==> src/hw/rtl/swss_pkg.sv <==
// Shared types, constants and the cotangent table of the wheel speed splitter.
package swss_pkg;

  // Field widths
  localparam int SPEED_W = 16;
  localparam int ANG_W = 8;
  localparam int ABS_W = 7;
  localparam int CFG_W = 8;
  localparam int IDX_W = 2;

  // Factor format: unsigned Q1.FRAC_BITS
  localparam int FRAC_BITS = 16;
  localparam int FACTOR_W = FRAC_BITS + 1;
  localparam int DIV_STEPS = FACTOR_W;

  // Radius format: unsigned Q16.16, cotangent in unsigned Q8.16
  localparam int COT_W = 24;
  localparam int MM_SHIFT = 16;
  localparam int R_W = COT_W + CFG_W;
  localparam int A_W = R_W + 1;

  // Speed product: signed speed times zero-extended factor
  localparam int PROD_W = SPEED_W + FACTOR_W + 1;

  // Servo map
  localparam int SNUM_W = 16;
  localparam int SQ_W = 8;
  localparam int SERVO_STEPS = SQ_W;
  localparam logic [SQ_W-1:0] SERVO_TOP = 8'd180;
  localparam logic [SQ_W-1:0] SERVO_MID = 8'd90;

  // Angle limits
  localparam int ANG_MAX = 90;
  localparam logic signed [ANG_W-1:0] ANG_HI = 8'sd90;
  localparam logic signed [ANG_W-1:0] ANG_LO = -8'sd90;

  localparam logic [FACTOR_W-1:0] FACTOR_ONE = {1'b1, {FRAC_BITS{1'b0}}};
  localparam logic [FACTOR_W-1:0] FACTOR_MAX = '1;

  // Register reset values
  localparam logic [CFG_W-1:0] TRACK_RESET = 8'd150;
  localparam logic [CFG_W-1:0] WHEELBASE_RESET = 8'd200;
  localparam logic [ABS_W-1:0] MAX_LEFT_RESET = 7'd45;
  localparam logic [ABS_W-1:0] MAX_RIGHT_RESET = 7'd45;

  typedef enum logic [IDX_W-1:0] {
    REG_TRACK_WIDTH = 2'd0,
    REG_WHEELBASE   = 2'd1,
    REG_MAX_LEFT    = 2'd2,
    REG_MAX_RIGHT   = 2'd3
  } cfg_reg_t;

  typedef struct packed {
    logic [CFG_W-1:0] track_width_mm;
    logic [CFG_W-1:0] wheelbase_mm;
    logic [ABS_W-1:0] max_left_deg;
    logic [ABS_W-1:0] max_right_deg;
  } cfg_t;

  // Per-item drive info carried down the pipe
  typedef struct packed {
    logic signed [SPEED_W-1:0] speed;
    logic                      neg;
    logic                      unity;
  } drv_t;

  // Cotangent table generation (elaboration only)
  localparam int ROM_DEPTH = ANG_MAX + 1;
  localparam int ANGLE_FRAC = 30;
  localparam int TAYLOR_TERMS = 12;
  localparam longint ONE_Q30 = 64'sd1 << ANGLE_FRAC;
  localparam longint unsigned PI_NUM = 64'd3141592653589793;
  localparam longint unsigned DEG_DEN = 64'd180 * 64'd1000000000000000;
  localparam longint unsigned Q816_MAX = 64'hFFFFFF;

  // Shift-subtract unsigned quotient
  function automatic longint unsigned udiv64(input longint unsigned num,
                                             input longint unsigned den);
    longint unsigned q;
    longint unsigned r;
    int i;
    q = '0;
    r = '0;
    for (i = 63; i >= 0; i--) begin
      r = {r[62:0], num[i]};
      if (r >= den) begin
        r = r - den;
        q[i] = 1'b1;
      end
    end
    return q;
  endfunction

  // Signed quotient truncated toward zero
  function automatic longint sdiv_tz(input longint a, input longint unsigned b);
    longint unsigned m;
    if (a < 0) begin
      m = $unsigned(-a);
      return -$signed(udiv64(m, b));
    end
    m = $unsigned(a);
    return $signed(udiv64(m, b));
  endfunction

  // floor(deg * pi / 180 * 2^30)
  function automatic longint deg_to_q30(input int deg);
    longint unsigned num;
    longint unsigned q;
    longint unsigned r;
    int i;
    num = PI_NUM * 64'(deg);
    q = num / DEG_DEN;
    r = num % DEG_DEN;
    for (i = 0; i < ANGLE_FRAC; i++) begin
      r = r << 1;
      q = q << 1;
      if (r >= DEG_DEN) begin
        r = r - DEG_DEN;
        q = q | 64'd1;
      end
    end
    return $signed(q);
  endfunction

  function automatic logic [ROM_DEPTH*COT_W-1:0] build_cot_rom();
    logic [ROM_DEPTH*COT_W-1:0] rom;
    longint x;
    longint x2;
    longint s;
    longint st;
    longint c;
    longint ct;
    longint unsigned v;
    int deg;
    int n;
    rom = '0;
    rom[0 +: COT_W] = COT_W'(Q816_MAX);
    for (deg = 1; deg <= ANG_MAX; deg++) begin
      x = deg_to_q30(deg);
      x2 = x * x / ONE_Q30;
      s = x;
      st = x;
      c = ONE_Q30;
      ct = ONE_Q30;
      for (n = 1; n <= TAYLOR_TERMS; n++) begin
        st = sdiv_tz(-(st * x2 / ONE_Q30), 64'((2 * n) * (2 * n + 1)));
        s = s + st;
        ct = sdiv_tz(-(ct * x2 / ONE_Q30), 64'((2 * n - 1) * (2 * n)));
        c = c + ct;
      end
      if (c <= 0 || s <= 0 || deg == ANG_MAX) begin
        v = '0;
      end else begin
        v = udiv64(($unsigned(c) << 16) + ($unsigned(s) >> 1), $unsigned(s));
        if (v > Q816_MAX) v = Q816_MAX;
      end
      rom[deg*COT_W +: COT_W] = COT_W'(v);
    end
    return rom;
  endfunction

  // cot(deg) in Q8.16 for deg 0..90, packed low entry first
  localparam logic [ROM_DEPTH*COT_W-1:0] COT_ROM = build_cot_rom();

endpackage

==> src/hw/rtl/swss_front.sv <==
// Front pipe: angle limit, cotangent lookup, inner, middle and outer radius, servo numerator.
module swss_front (
  input  logic                             clk,
  input  logic                             rst,
  input  swss_pkg::cfg_t                   cfg,
  input  logic                             up_valid,
  output logic                             up_ready,
  input  logic signed [swss_pkg::SPEED_W-1:0] drive_speed,
  input  logic signed [swss_pkg::ANG_W-1:0]   steer_deg,
  output logic                             dn_valid,
  input  logic                             dn_ready,
  output swss_pkg::drv_t                   drv,
  output logic [swss_pkg::A_W-1:0]         num_outer,
  output logic [swss_pkg::A_W-1:0]         num_inner,
  output logic [swss_pkg::A_W-1:0]         mid,
  output logic [swss_pkg::SNUM_W-1:0]      servo_num
);

  logic v1, v2, v3, v4;
  logic en1, en2, en3, en4;

  logic signed [swss_pkg::ANG_W-1:0] ang_sat;
  logic [swss_pkg::ABS_W-1:0]        abs_next;
  logic signed [swss_pkg::ANG_W:0]   svt_next;

  swss_pkg::drv_t                    s1_drv, s2_drv, s3_drv;
  logic [swss_pkg::ABS_W-1:0]        s1_abs;
  logic signed [swss_pkg::ANG_W:0]   s1_svt;
  logic [swss_pkg::COT_W-1:0]        s2_cot, cot_next;
  logic [swss_pkg::SNUM_W-1:0]       s2_ns, s3_ns, ns_next;
  logic [swss_pkg::R_W-1:0]          s3_r, r_next;
  logic [swss_pkg::A_W-1:0]          mid_next, numo_next;

  // Advance a stage when it is empty or its content moves on
  assign en4 = !v4 || dn_ready;
  assign en3 = !v3 || en4;
  assign en2 = !v2 || en3;
  assign en1 = !v1 || en2;
  assign up_ready = en1;
  assign dn_valid = v4;

  // Limit the angle to +-90, split off sign and magnitude, add the left limit for the servo
  always_comb begin
    if (steer_deg > swss_pkg::ANG_HI) begin
      ang_sat = swss_pkg::ANG_HI;
    end else if (steer_deg < swss_pkg::ANG_LO) begin
      ang_sat = swss_pkg::ANG_LO;
    end else begin
      ang_sat = steer_deg;
    end
    abs_next = ang_sat[swss_pkg::ANG_W-1] ? swss_pkg::ABS_W'(-ang_sat)
                                          : ang_sat[swss_pkg::ABS_W-1:0];
    svt_next = $signed({ang_sat[swss_pkg::ANG_W-1], ang_sat})
             + $signed({2'b00, cfg.max_left_deg});
  end

  // Look up cot, form the servo numerator (zero when not positive)
  always_comb begin
    cot_next = swss_pkg::COT_ROM[32'(s1_abs) * swss_pkg::COT_W +: swss_pkg::COT_W];
    ns_next = (s1_svt > 9'sd0)
            ? swss_pkg::SNUM_W'(s1_svt[swss_pkg::ANG_W-1:0])
              * swss_pkg::SNUM_W'(swss_pkg::SERVO_TOP)
            : '0;
  end

  // Inner radius, then middle radius and outer numerator
  always_comb begin
    r_next = swss_pkg::R_W'(s2_cot) * swss_pkg::R_W'(cfg.wheelbase_mm);
    mid_next = {1'b0, s3_r}
             + swss_pkg::A_W'({cfg.track_width_mm[swss_pkg::CFG_W-1:1],
                               {swss_pkg::MM_SHIFT{1'b0}}});
    numo_next = {1'b0, s3_r}
              + swss_pkg::A_W'({cfg.track_width_mm, {swss_pkg::MM_SHIFT{1'b0}}});
  end

  // Valid bits
  always_ff @(posedge clk) begin
    if (rst) begin
      v1 <= 1'b0;
      v2 <= 1'b0;
      v3 <= 1'b0;
      v4 <= 1'b0;
    end else begin
      if (en1) v1 <= up_valid;
      if (en2) v2 <= v1;
      if (en3) v3 <= v2;
      if (en4) v4 <= v3;
    end
  end

  // Payload stages
  always_ff @(posedge clk) begin
    if (en1) begin
      s1_drv <= '{speed: drive_speed, neg: ang_sat[swss_pkg::ANG_W-1],
                  unity: (ang_sat == '0)};
      s1_abs <= abs_next;
      s1_svt <= svt_next;
    end
    if (en2) begin
      s2_drv <= s1_drv;
      s2_cot <= cot_next;
      s2_ns  <= ns_next;
    end
    if (en3) begin
      s3_drv <= s2_drv;
      s3_r   <= r_next;
      s3_ns  <= s2_ns;
    end
    if (en4) begin
      drv       <= s3_drv;
      mid       <= mid_next;
      num_outer <= numo_next;
      num_inner <= {1'b0, s3_r};
      servo_num <= s3_ns;
    end
  end

endmodule

==> config.mk <==
export PLATFORM = sky130hd
export DESIGN_NAME = swss_front
export DESIGN_NICKNAME = d
export VERILOG_FILES = /design/src/hw/rtl/swss_pkg.sv /design/src/hw/rtl/swss_front.sv
export SDC_FILE = /design/constraint.sdc
export NUM_CORES = 1
export LEC_CHECK = 0
export BUFFER_PORTS_ARGS = -buffer_cell sky130_fd_sc_hd__buf_2
export CORE_MARGIN = 3
export CORE_UTILIZATION = 45
export CTS_BUF_LIST = sky130_fd_sc_hd__clkbuf_16
export DETAILED_ROUTE_END_ITERATION = 12
export PLACE_DENSITY = 0.67
export SLEW_MARGIN = 10
export SYNTH_ARGS = -nofsm -noshare
export SYNTH_HDL_FRONTEND = slang
export SYNTH_SLANG_ARGS = --single-unit
export TNS_END_PERCENT = 20
==> constraint.sdc <==
create_clock -name clk -period 7 [get_ports clk]
set_clock_uncertainty 0.2 [all_clocks]
set_input_delay 0.35 -clock clk [delete_from_list [all_inputs] [get_ports clk]]
set_output_delay 0.35 -clock clk [all_outputs]
set_load 0.02 [all_outputs]
==> run_results.csv <==
group,metric,value,unit
clock_network,clock-root-buffer,"clkbuf_16",
synthesis,netlist_area,0.0186,mm²
synthesis,synthTopCellsByArea,"edfxtp_1 (40%), fa_1 (15%), ha_1 (7.9%)",
sta,timing.fmax,0.193,GHz
global_route,first_global_vias,12600,
synthesis,synth-async-reset-ratio,0,%
clock_network,cts_tree,"done",
detailed_routing,postRouteAntennaNets,0,
detailed_routing,drc,0,
floorplan,pin_count,193,
worst_setup_path,max_stage_delay,560,ps
worst_setup_path,crit_type,"reg2reg",
clock_network,cts_setup_buffers,0,
sta,setup_violations,0,
synthesis,avgSynthCellArea,10.8,µm²
synthesis,synth_ff_type,"edfxtp_1",
cells_and_area,fin_util,51.8,%
place,place.gp.congestion,0.945,
synthesis,yosysTopAreaCell,"edfxtp_1",
synthesis,synth.most_common_cell,"edfxtp_1",
floorplan,die_area,0.0438,mm²
power,swShare,44.8,%
worst_setup_path,r2r_setup_slack,1820,ps
detailed_routing,drt_wl_total,40000,µm
sta,period_needed,5180,ps
sta,drv_slew,0,
cells_and_area,nets,2178,
place,port_buffers,182,
worst_setup_path,start_kind,"flip-flop",
power,seqPwrFrac,23.9,%
synthesis,synth_top_area_share,40.5,%
sta,worst-slew-pin-transition,942,ps
place,hpwl,29400,µm
synthesis,yosysSeqAreaShare,40.9,%
worst_setup_path,cpMostUsedCell,"fa_1",
power,p_int,6.32,mW
global_route,gr-total-overflow,0,
power,p_per_area,549,mW/mm²
detailed_routing,vias,12700,
worst_setup_path,critPathCapture,"s3_r[31]$_DFFE_PP_",
worst_setup_path,regToRegStartpoint,"s2_cot[11]$_DFFE_PP_",
synthesis,synth_edf_count,251,
power,p_leak,9.43,nW
floorplan,coreArea,0.0403,mm²
sta,period_share,74.0,%
synthesis,synth_cells,1723,
synthesis,yosysUniqueCellTypes,75,
power,power_frac_comb,63.4,%
worst_setup_path,crit_chain,"and2_1, fa_1, fa_1, fa_1, inv_1, fa_1, inv_1, ha_1, and3_1, nand2_1, o21ai_0, a21oi_2, o41ai_1, a21oi_1, xnor2_1",
global_route,grt.total_usage,17.9,%
clock_network,clock-sinks,255,
cells_and_area,area_delta_synth_final,12.0,%
power,clockPowerShare,12.6,%
cells_and_area,fill_cells,3566,
worst_setup_path,crit_path_end_kind,"flip-flop",
worst_setup_path,timing.rr.end,"s3_r[31]$_DFFE_PP_",
global_route,grt_start_max_net_pins,97,
floorplan,placementRows,73,
hold_path,min_path_type,"in2reg",
synthesis,ys_ff_latch,255,
power,ir_worst_vdd,0.469,mV
clock_network,clock_path_buffers,3,
synthesis,yosysWarnings,0,
worst_setup_path,cp.arrival,5280,ps
global_route,grt_pass1_wl,64800,µm
sta,max_slew_margin,37.0,%
sta,rsz0062_at_grt,"false",
floorplan,start_util,46.2,%
worst_setup_path,slowest_stage,"fa_1",
detailed_routing,dr.pass1.iters,5,
run_status,status,"finished, final reports clean",
detailed_routing,avgViaCountPerCell,5.27,
detailed_routing,drt_iter0_markers,746,
sta,finalHoldViolations,0,
global_route,antenna_found_initial,2,
detailed_routing,wl_per_cell,16.6,µm
worst_setup_path,cp_max_fo,9,
worst_setup_path,crit_path_start,"s2_cot[11]$_DFFE_PP_",
floorplan,die_h,209,µm
job,cap_violations,0,
clock_network,numCtsBuffers,28,
cells_and_area,drive_gt1_share,14.1,%
floorplan,die_width,209,µm
synthesis,synth_commonest_cells,"edfxtp_1 (251), inv_1 (207), and2_1 (144), fa_1 (144), nand2_1 (128)",
clock_network,ctsHtreeMaxLevel,1,
worst_setup_path,r2r_cells,15,
clock_network,clock_latency,580,ps
clock_network,clkSlewWorstSetupHoldPaths,60,ps
sta,finalSetupTns,0,ps
power,p_sw,5.13,mW
worst_setup_path,required,7090,ps
cells by family after synthesis:
group                      count (synthesis)  synth area share, %
other                                      1               0.0201
xor gates and xnor gates                  72                 3.39
DFF                                      255                 40.9
and+or+nand+nor                          492                 13.2
AOI/OAI and AO/OA                        313                 11.0
muxes                                      7                0.719
adders and majority gates                262                 23.4
buffers and inverters                    321                 7.35
critical path: cells and delay by family, from the launching register on:
| family | cells | cell delay, ps |
|---|---|---|
| compound gates | 4 | 870 |
| flops | 1 | 530 |
| buf+inv | 2 | 100 |
| xor+xnor | 1 | 130 |
| simple gates | 3 | 570 |
| fa+ha+maj | 5 | 2510 |
sequential cells by signal, summed over array words and instances (netlist names), 7 cells and up:
| register | count |
|---|---|
| s1_drv | 18 |
| s3_r | 32 |
| s3_ns | 14 |
| s2_ns | 14 |
| s1_abs | 7 |
| drv | 18 |
| num_inner | 16 |
| servo_num | 14 |
| s2_drv | 18 |
| num_outer | 33 |
| s2_cot | 23 |
| mid | 17 |
| s1_svt | 9 |
| s3_drv | 18 |
power by group through the flow:
| stage | clock network, mW | registers [mW] | logic [mW] |
|---|---|---|---|
| after floorplan | 0 | 2.91 | 5.67 |
| after global placement | 0 | 2.76 | 7.08 |
| after detailed placement | 0 | 2.78 | 7.25 |
| after CTS | 1.49 | 2.75 | 7.30 |
| after global routing | 1.55 | 2.80 | 8.20 |
| final | 1.45 | 2.74 | 7.27 |
metal layers:
| metal | wire [µm] | track usage (%) |
|---|---|---|
| met1 | 17300 | 24.3 |
| met2 | 18800 | 29.3 |
| met5 | 27 | 0 |
| met3 | 2810 | 3.17 |
| met4 | 1100 | 5.96 |
placed cells by master (no fill, tap or decap), types with 5 or more instances in the layout:
cell / instances
dlygate4sd3_1: 24
nor2b_1: 18
nand2b_1: 11
o21ai_1: 6
o21ai_0: 69
o21a_1: 7
fa_1: 144
buf_2: 182
nand2_1: 126
clkinv_1: 8
buf_4: 8
mux4_2: 5
o21bai_1: 11
inv_1: 207
nand3_1: 23
a21o_1: 32
o211ai_1: 12
a21oi_1: 75
ha_1: 118
nor3_1: 30
xnor2_1: 49
a211oi_1: 16
and3_1: 7
o22ai_1: 9
a311oi_1: 9
a31oi_1: 21
edfxtp_1: 251
xor2_1: 23
nand4_1: 5
nor2_1: 105
and2_1: 144
clkbuf_16: 28
repair_timing:
action | CTS | global route
resized for setup | 0 | 0
hold buffers | 24 | 0
endpoints found under the hold margin | 25 | 0
layout make-up:
| class | instances | area, µm² | share of cell area [%] |
|---|---|---|---|
| timing repair buffer | 214 | 1210 | 5.81 |
| clock inverter | 23 | 231 | 1.11 |
| tap | 525 | 657 | 3.15 |
| antenna | 1 | 2.50 | 0.0120 |
| clock buffer | 28 | 701 | 3.36 |
| multi-input combinational | 1149 | 9640 | 46.2 |
| sequential | 255 | 7620 | 36.5 |
| inverter | 210 | 791 | 3.79 |
per-stage QoR:
step / cells / hold slack [ps] / setup slack [ps] / cell area, µm² / power, mW
finish: 2405 / 34.7 / 1820 / 20900 / 11.5
CTS: 2404 / 5.16 / 1750 / 20800 / 11.5
global route: 2404 / 41.4 / 1560 / 20800 / 12.5
detailed placement: 2329 / 205 / 1670 / 19700 / 10.0
floorplan: 1725 / 200 / 2220 / 18600 / 8.58
global placement: 2329 / 200 / 1770 / 19700 / 9.84
how the worst min path moves through the flow:
| stage | start | end | slack (ps) | depth (start not counted) |
|---|---|---|---|---|
| 4_1_cts | cfg[10] | s1_svt[3]$_DFFE_PP_ | 5 | 3 |
| 2_1_floorplan | s3_drv[0]$_DFFE_PP_ | drv[0]$_DFFE_PP_ | 200 | 0 |
| 6_report | cfg[10] | s1_svt[3]$_DFFE_PP_ | 30 | 3 |
| 3_5_place_dp | s3_r[4]$_DFFE_PP_ | num_outer[4]$_DFFE_PP_ | 200 | 0 |
| 3_3_place_gp | s2_drv[7]$_DFFE_PP_ | s3_drv[7]$_DFFE_PP_ | 200 | 0 |
| 5_1_grt | cfg[13] | s1_svt[8]$_DFFE_PP_ | 40 | 3 |
No activity file was read; power rests on OpenSTA's default activity.
