$ cat config.mk
export PLATFORM = sky130hd
export DESIGN_NAME = swss_fdiv
export DESIGN_NICKNAME = d
export VERILOG_FILES = /design/src/hw/rtl/swss_pkg.sv /design/src/hw/rtl/swss_fdiv.sv
export SDC_FILE = /design/constraint.sdc
export NUM_CORES = 2
export LEC_CHECK = 0
export BUFFER_PORTS_ARGS = -buffer_cell sky130_fd_sc_hd__buf_4
export CAP_MARGIN = 30
export CORE_ASPECT_RATIO = 1.1
export CORE_UTILIZATION = 60
export DETAILED_ROUTE_END_ITERATION = 8
export PLACE_DENSITY = 0.76
export SLEW_MARGIN = 20
export SYNTH_ARGS = -nofsm -noshare
export SYNTH_HDL_FRONTEND = slang
export SYNTH_SLANG_ARGS = --single-unit
$ cat constraint.sdc
create_clock -name clk -period 18.1 [get_ports clk]
set_input_delay 0.905 -clock clk [delete_from_list [all_inputs] [get_ports clk]]
set_output_delay 0.905 -clock clk [all_outputs]
set_load 0.01 [all_outputs]
$ cat src/hw/rtl/swss_pkg.sv
// Shared types, constants and the cotangent table of the wheel speed splitter.
package swss_pkg;

  // Field widths
  localparam int SPEED_W = 16;
  localparam int ANG_W = 8;
  localparam int ABS_W = 7;
  localparam int CFG_W = 8;
  localparam int IDX_W = 2;

  // Factor format: unsigned Q1.FRAC_BITS
  localparam int FRAC_BITS = 16;
  localparam int FACTOR_W = FRAC_BITS + 1;
  localparam int DIV_STEPS = FACTOR_W;

  // Radius format: unsigned Q16.16, cotangent in unsigned Q8.16
  localparam int COT_W = 24;
  localparam int MM_SHIFT = 16;
  localparam int R_W = COT_W + CFG_W;
  localparam int A_W = R_W + 1;

  // Speed product: signed speed times zero-extended factor
  localparam int PROD_W = SPEED_W + FACTOR_W + 1;

  // Servo map
  localparam int SNUM_W = 16;
  localparam int SQ_W = 8;
  localparam int SERVO_STEPS = SQ_W;
  localparam logic [SQ_W-1:0] SERVO_TOP = 8'd180;
  localparam logic [SQ_W-1:0] SERVO_MID = 8'd90;

  // Angle limits
  localparam int ANG_MAX = 90;
  localparam logic signed [ANG_W-1:0] ANG_HI = 8'sd90;
  localparam logic signed [ANG_W-1:0] ANG_LO = -8'sd90;

  localparam logic [FACTOR_W-1:0] FACTOR_ONE = {1'b1, {FRAC_BITS{1'b0}}};
  localparam logic [FACTOR_W-1:0] FACTOR_MAX = '1;

  // Register reset values
  localparam logic [CFG_W-1:0] TRACK_RESET = 8'd150;
  localparam logic [CFG_W-1:0] WHEELBASE_RESET = 8'd200;
  localparam logic [ABS_W-1:0] MAX_LEFT_RESET = 7'd45;
  localparam logic [ABS_W-1:0] MAX_RIGHT_RESET = 7'd45;

  typedef enum logic [IDX_W-1:0] {
    REG_TRACK_WIDTH = 2'd0,
    REG_WHEELBASE   = 2'd1,
    REG_MAX_LEFT    = 2'd2,
    REG_MAX_RIGHT   = 2'd3
  } cfg_reg_t;

  typedef struct packed {
    logic [CFG_W-1:0] track_width_mm;
    logic [CFG_W-1:0] wheelbase_mm;
    logic [ABS_W-1:0] max_left_deg;
    logic [ABS_W-1:0] max_right_deg;
  } cfg_t;

  // Per-item drive info carried down the pipe
  typedef struct packed {
    logic signed [SPEED_W-1:0] speed;
    logic                      neg;
    logic                      unity;
  } drv_t;

  // Cotangent table generation (elaboration only)
  localparam int ROM_DEPTH = ANG_MAX + 1;
  localparam int ANGLE_FRAC = 30;
  localparam int TAYLOR_TERMS = 12;
  localparam longint ONE_Q30 = 64'sd1 << ANGLE_FRAC;
  localparam longint unsigned PI_NUM = 64'd3141592653589793;
  localparam longint unsigned DEG_DEN = 64'd180 * 64'd1000000000000000;
  localparam longint unsigned Q816_MAX = 64'hFFFFFF;

  // Shift-subtract unsigned quotient
  function automatic longint unsigned udiv64(input longint unsigned num,
                                             input longint unsigned den);
    longint unsigned q;
    longint unsigned r;
    int i;
    q = '0;
    r = '0;
    for (i = 63; i >= 0; i--) begin
      r = {r[62:0], num[i]};
      if (r >= den) begin
        r = r - den;
        q[i] = 1'b1;
      end
    end
    return q;
  endfunction

  // Signed quotient truncated toward zero
  function automatic longint sdiv_tz(input longint a, input longint unsigned b);
    longint unsigned m;
    if (a < 0) begin
      m = $unsigned(-a);
      return -$signed(udiv64(m, b));
    end
    m = $unsigned(a);
    return $signed(udiv64(m, b));
  endfunction

  // floor(deg * pi / 180 * 2^30)
  function automatic longint deg_to_q30(input int deg);
    longint unsigned num;
    longint unsigned q;
    longint unsigned r;
    int i;
    num = PI_NUM * 64'(deg);
    q = num / DEG_DEN;
    r = num % DEG_DEN;
    for (i = 0; i < ANGLE_FRAC; i++) begin
      r = r << 1;
      q = q << 1;
      if (r >= DEG_DEN) begin
        r = r - DEG_DEN;
        q = q | 64'd1;
      end
    end
    return $signed(q);
  endfunction

  function automatic logic [ROM_DEPTH*COT_W-1:0] build_cot_rom();
    logic [ROM_DEPTH*COT_W-1:0] rom;
    longint x;
    longint x2;
    longint s;
    longint st;
    longint c;
    longint ct;
    longint unsigned v;
    int deg;
    int n;
    rom = '0;
    rom[0 +: COT_W] = COT_W'(Q816_MAX);
    for (deg = 1; deg <= ANG_MAX; deg++) begin
      x = deg_to_q30(deg);
      x2 = x * x / ONE_Q30;
      s = x;
      st = x;
      c = ONE_Q30;
      ct = ONE_Q30;
      for (n = 1; n <= TAYLOR_TERMS; n++) begin
        st = sdiv_tz(-(st * x2 / ONE_Q30), 64'((2 * n) * (2 * n + 1)));
        s = s + st;
        ct = sdiv_tz(-(ct * x2 / ONE_Q30), 64'((2 * n - 1) * (2 * n)));
        c = c + ct;
      end
      if (c <= 0 || s <= 0 || deg == ANG_MAX) begin
        v = '0;
      end else begin
        v = udiv64(($unsigned(c) << 16) + ($unsigned(s) >> 1), $unsigned(s));
        if (v > Q816_MAX) v = Q816_MAX;
      end
      rom[deg*COT_W +: COT_W] = COT_W'(v);
    end
    return rom;
  endfunction

  // cot(deg) in Q8.16 for deg 0..90, packed low entry first
  localparam logic [ROM_DEPTH*COT_W-1:0] COT_ROM = build_cot_rom();

endpackage

$ cat src/hw/rtl/swss_fdiv.sv
// Pipelined restoring dividers: outer and inner factor, plus the servo map quotient.
module swss_fdiv (
  input  logic                              clk,
  input  logic                              rst,
  input  swss_pkg::cfg_t                    cfg,
  input  logic                              up_valid,
  output logic                              up_ready,
  input  swss_pkg::drv_t                    drv,
  input  logic [swss_pkg::A_W-1:0]          num_outer,
  input  logic [swss_pkg::A_W-1:0]          num_inner,
  input  logic [swss_pkg::A_W-1:0]          mid,
  input  logic [swss_pkg::SNUM_W-1:0]       servo_num,
  output logic                              dn_valid,
  input  logic                              dn_ready,
  output swss_pkg::drv_t                    drv_out,
  output logic [swss_pkg::FACTOR_W-1:0]     factor_outer,
  output logic [swss_pkg::FACTOR_W-1:0]     factor_inner,
  output logic [swss_pkg::SQ_W-1:0]         servo,
  output logic                              span_err
);

  localparam int N = swss_pkg::DIV_STEPS;

  logic                            v    [0:N];
  logic                            en   [0:N];
  swss_pkg::drv_t                  sd   [0:N];
  logic [swss_pkg::A_W-1:0]        den  [0:N];
  logic [swss_pkg::A_W-1:0]        ro   [0:N];
  logic [swss_pkg::A_W-1:0]        ri   [0:N];
  logic [swss_pkg::FACTOR_W-1:0]   qo   [0:N];
  logic [swss_pkg::FACTOR_W-1:0]   qi   [0:N];
  logic                            sato [0:N];
  logic                            sati [0:N];
  logic [swss_pkg::SQ_W-1:0]       srem [0:N];
  logic [swss_pkg::SQ_W-1:0]       sbits[0:N];
  logic [swss_pkg::SQ_W-1:0]       sq   [0:N];
  logic                            ssat [0:N];
  logic                            serr [0:N];
  logic                            bo0, bi0;

  logic [swss_pkg::A_W:0]          to   [1:N];
  logic [swss_pkg::A_W:0]          ti   [1:N];
  logic                            geo  [1:N];
  logic                            gei  [1:N];
  logic [swss_pkg::SQ_W:0]         ts   [1:N];
  logic                            ges  [1:N];

  logic [swss_pkg::SQ_W-1:0]       span;
  logic [swss_pkg::A_W-1:0]        ho, hi;

  assign span = {1'b0, cfg.max_left_deg} + {1'b0, cfg.max_right_deg};
  assign ho = num_outer >> 1;
  assign hi = num_inner >> 1;

  // Ready chain from the last stage back to the entry
  always_comb begin
    en[N] = !v[N] || dn_ready;
    for (int k = N - 1; k >= 0; k--) begin
      en[k] = !v[k] || en[k+1];
    end
  end
  assign up_ready = en[0];
  assign dn_valid = v[N];

  // One quotient bit per stage; the low numerator bit enters at the first step
  always_comb begin
    for (int k = 1; k <= N; k++) begin
      to[k]  = {ro[k-1], (k == 1) ? bo0 : 1'b0};
      ti[k]  = {ri[k-1], (k == 1) ? bi0 : 1'b0};
      geo[k] = to[k] >= {1'b0, den[k-1]};
      gei[k] = ti[k] >= {1'b0, den[k-1]};
      ts[k]  = {srem[k-1], sbits[k-1][swss_pkg::SQ_W-1]};
      ges[k] = ts[k] >= {1'b0, span};
    end
  end

  // Valid bits
  always_ff @(posedge clk) begin
    if (rst) begin
      for (int k = 0; k <= N; k++) v[k] <= 1'b0;
    end else begin
      if (en[0]) v[0] <= up_valid;
      for (int k = 1; k <= N; k++) begin
        if (en[k]) v[k] <= v[k-1];
      end
    end
  end

  // Entry: overflow checks and initial partial remainders
  always_ff @(posedge clk) begin
    if (en[0]) begin
      sd[0]       <= '{speed: drv.speed, neg: drv.neg,
                       unity: drv.unity || (mid == '0)};
      den[0]      <= mid;
      ro[0]       <= ho;
      ri[0]       <= hi;
      sato[0]     <= ho >= mid;
      sati[0]     <= hi >= mid;
      bo0         <= num_outer[0];
      bi0         <= num_inner[0];
      qo[0]       <= '0;
      qi[0]       <= '0;
      srem[0]     <= servo_num[swss_pkg::SNUM_W-1:swss_pkg::SQ_W];
      sbits[0]    <= servo_num[swss_pkg::SQ_W-1:0];
      ssat[0]     <= servo_num[swss_pkg::SNUM_W-1:swss_pkg::SQ_W] >= span;
      serr[0]     <= span == '0;
      sq[0]       <= '0;
    end
  end

  // Division steps
  always_ff @(posedge clk) begin
    for (int k = 1; k <= N; k++) begin
      if (en[k]) begin
        sd[k]   <= sd[k-1];
        den[k]  <= den[k-1];
        sato[k] <= sato[k-1];
        sati[k] <= sati[k-1];
        ro[k]   <= geo[k] ? swss_pkg::A_W'(to[k] - {1'b0, den[k-1]})
                          : to[k][swss_pkg::A_W-1:0];
        ri[k]   <= gei[k] ? swss_pkg::A_W'(ti[k] - {1'b0, den[k-1]})
                          : ti[k][swss_pkg::A_W-1:0];
        qo[k]   <= {qo[k-1][swss_pkg::FACTOR_W-2:0], geo[k]};
        qi[k]   <= {qi[k-1][swss_pkg::FACTOR_W-2:0], gei[k]};
        ssat[k] <= ssat[k-1];
        serr[k] <= serr[k-1];
        if (k <= swss_pkg::SERVO_STEPS) begin
          srem[k]  <= ges[k] ? swss_pkg::SQ_W'(ts[k] - {1'b0, span})
                             : ts[k][swss_pkg::SQ_W-1:0];
          sbits[k] <= {sbits[k-1][swss_pkg::SQ_W-2:0], 1'b0};
          sq[k]    <= {sq[k-1][swss_pkg::SQ_W-2:0], ges[k]};
        end else begin
          srem[k]  <= srem[k-1];
          sbits[k] <= sbits[k-1];
          sq[k]    <= sq[k-1];
        end
      end
    end
  end

  // Apply unity, factor saturation, servo clamp and span error centering
  assign drv_out = sd[N];
  assign factor_outer = sd[N].unity ? swss_pkg::FACTOR_ONE
                      : (sato[N] ? swss_pkg::FACTOR_MAX : qo[N]);
  assign factor_inner = sd[N].unity ? swss_pkg::FACTOR_ONE
                      : (sati[N] ? swss_pkg::FACTOR_MAX : qi[N]);
  assign servo = serr[N] ? swss_pkg::SERVO_MID
               : ((ssat[N] || sq[N] > swss_pkg::SERVO_TOP) ? swss_pkg::SERVO_TOP
                                                           : sq[N]);
  assign span_err = serr[N];

endmodule

==> results.cfg <==
[timing]
timing.hold.ws_ns = 0.2173
tightest_slew_ns = 1.192
fin_worst_skew_ns = 0.06523
hold_viol = 0
post-route-period-util_pct = 36.86
setup_viol = 0
max-slew-margin-rel_pct = 20.54
period_minus_slack_ns = 6.671
max_freq_mhz = 149.9
fin_tns_setup_ns = 0
rsz0062_at_grt = false
slew_violations = 0

[clocking]
hold_buffers = 0
worstSkewPairLatency_ns = 0.89
root_buffer = clkbuf_16
cts_buffers = 283
cts_resized = 0
htreeDepth = 5
clk_pin_slew_worst_paths_ns = 0.06
clk_path_buf_depth = 4
cts.sinks = 2611
cts_setup_buffers = 0
cts_tree = built

[placed_design]
place_congestion = 1.002
dp_hpwl_um = 332900
portBuffers = 213
placed_cell_area_sq_mm = 0.1568

[worst_setup_path]
startpoint_type = flip-flop
critPathArrivalTime_ns = 5.77
crit_fanout = 50
worstReg2RegEnd = sd[0][11]$_DFFE_PP_
cp_slowest_cell = nor3_1
endpoint_kind = output port
r2r_cells = 13
critPathMostFrequentCell = and2_1
required_ns = 17.19
rrSetupSlack_ns = 12.09
max_stage_delay_ns = 0.67
worstSetupPathType = reg2out
r2r-start = v[0][17]$_DFFE_PP_
crit_path_cell_trace = nor2b_1 > and2_1 > inv_6 > nor2_1 > and2_1 > inv_6 > nor3_1 > and2_1 > and3_1 > and3_1 > nand2_4 > buf_4

[pwr]
p_int_mw = 19.67
power_switching_mw = 12.75
p_per_area_mw_per_mm2 = 194.8
leakage_nw = 69.45
pwr-share-comb_pct = 47.8
p_clk_share_pct = 18.2
swShare_pct = 39.33
power_mw = 32.43
seq_power_share_pct = 33.9
vdd_ir_drop_max_uv = 123.3

[yosys]
synth_edf_count = 2611
synthDistinctLibCells = 90
synth_fp_nets = 14520
synth_seq_cells = 2611
yosysTopAreaCellShare_pct = 51.94
yosysTopAreaCell = edfxtp_1
dominantRegCellSynth = edfxtp_1
synthTopCellsByArea = edfxtp_1 52%, ha_1 10%, mux2_2 4.8%
seq_area_frac_synth_pct = 51.94
syn_area_per_cell_sq_um = 11.57
synthArstFlopShare_pct = 0
syn_inst = 13050
ys.warnings.count = 0
syn_area_sq_mm = 0.1509

[global_routing]
grt_pass1_wl_um = 635700
grtUsageTotal_pct = 33.30
overflow = 0
grt_start_max_net_pins = 124
grt_pass1_vias = 103500
antenna_found_initial = 22

[cells_and_area]
n_fill_cell = 18190
utilization_pct = 66.75
mostFrequentLayoutCells = 2,611 x edfxtp_1, 1,263 x ha_1, 999 x a21oi_1, 999 x inv_1, 782 x o21ai_0
drive_gt1_share_pct = 11.46
nets = 14850
areaGrowthSynthToFinish_pct = 10.27
fin_area_sq_mm = 0.1664
final_common_cell = edfxtp_1

[route]
wl_met1_um = 173000
dr_total_vias = 106900
drc = 0
drtAntennaViolNets = 0
maxUsedRoutingLayer = met5
wl_met2_um = 204600
wl_per_cell_um = 25.44
firstDrtPassIters = 8
drt-vias-per-instance = 6.326
drt_wl_total_um = 430200
drt_iter0_markers = 10610
wl_met3_um = 32290

[die]
rows = 192
io_pins = 230
start_util_pct = 60.53
die_w_um = 480.2
design.die.area_sq_mm = 0.2536
die_y_um = 528.1
core_sq_mm = 0.2494

[worst_hold_path]
min_to = sd[0][6]$_DFFE_PP_
whs_path_depth = 1
hp-class = in2reg
min_from = drv[6]

[job]
maxCapViolCount = 0

[outcome]
status = finished clean
## final cells by class
| type | instances | area, sq um | area share, % |
|---|---|---|---|
| Antenna cell | 11 | 27.53 | 0.01654 |
| Clock buffer | 321 | 7288 | 4.379 |
| Clock inverter | 179 | 2086 | 1.253 |
| Inverter | 1010 | 3842 | 2.309 |
| Multi-Input combinational cell | 9162 | 68070 | 40.90 |
| Sequential cell | 2611 | 78410 | 47.11 |
| Tap cell | 3298 | 4126 | 2.479 |
| Timing Repair Buffer | 314 | 2595 | 1.559 |
## critical path, delay by kind of cell (launching register included)
kind          cells  cell delay [ns]
simple gates      9             3.83
buf+inv           3             0.68
flops             1             0.36
## logic make-up after synthesis
family	count (synthesis)	synth area share [%]
and+or+nand+nor	2878	9.277
DFF	2611	51.94
xor gates and xnor gates	857	4.973
AOI/OAI and AO/OA	3409	14.26
muxes	715	5.340
adders and majority gates	1303	11.00
buffers and inverters	1275	3.205
## cells in the mapped netlist (21+ instances only)
master / number
inv_1: 1010
and3_1: 101
o21ai_0: 782
xor2_1: 258
nor2_1: 762
buf_1: 22
a221oi_1: 22
o211ai_1: 46
o41ai_1: 26
o31ai_1: 87
nand2b_1: 179
a2111oi_0: 21
nor3_1: 160
a21oi_1: 1006
mux2_2: 638
o21a_1: 157
o2111ai_1: 29
nand3_1: 221
ha_1: 1263
nor2b_1: 193
xnor2_1: 599
a21o_1: 550
nor3b_1: 28
or3_1: 51
edfxtp_1: 2611
o31a_1: 28
a211oi_1: 105
a31oi_1: 106
nand4_1: 144
a211o_1: 30
a21boi_0: 80
o21bai_1: 130
nor4_1: 51
and2_1: 62
mux2i_1: 53
a31o_2: 25
nand2_1: 760
clkbuf_1: 216
or2_2: 53
fa_1: 40
buf_2: 24
## how the worst max path moves through the flow
stage,from,end,slack (ns)
6_report,v[0][17]$_DFFE_PP_,up_ready,11.43
2_1_floorplan,dn_ready,up_ready,4.95
4_1_cts,v[0][17]$_DFFE_PP_,up_ready,11.32
3_5_place_dp,dn_ready,ro[0][27]$_DFFE_PP_,11.51
3_3_place_gp,dn_ready,sd[0][11]$_DFFE_PP_,11.78
5_1_grt,v[0][17]$_DFFE_PP_,up_ready,11.00
## registers in the layout, summed over array words and instances (netlist names)
name   cells
serr      18
sq       108
sbits     36
den      561
qi       153
ri       560
sati      18
sato      18
ssat      18
bi0        1
srem      64
qo       153
sd       324
ro       560
v         18
bo0        1
## per-layer routing
metal	vias up	track usage, %
li1	49340	-
met1	51870	43.50
met2	4692	55.21
met4	12	14.13
met5	-	0
met3	1034	5.106
## power groups by stage
| stage | clock network [mW] | registers (mW) | logic [mW] |
|---|---|---|---|
| 2_1_floorplan | 0 | 10.1 | 11.3 |
| 3_3_place_gp | 0 | 11.0 | 14.7 |
| 3_5_place_dp | 0 | 11.1 | 15.1 |
| 4_1_cts | 5.99 | 11.0 | 15.3 |
| 5_1_grt | 6.22 | 11.1 | 16.8 |
| 6_report | 5.91 | 11.0 | 15.5 |
## stage by stage
stage          cells  worst slack, ns
2_1_floorplan  13050            4.955
3_3_place_gp   16380            11.78
3_5_place_dp   16380            11.51
4_1_cts        16880            11.32
5_1_grt        16900            11.00
6_report       16910            11.43
Power figures use the tool's default switching activity.
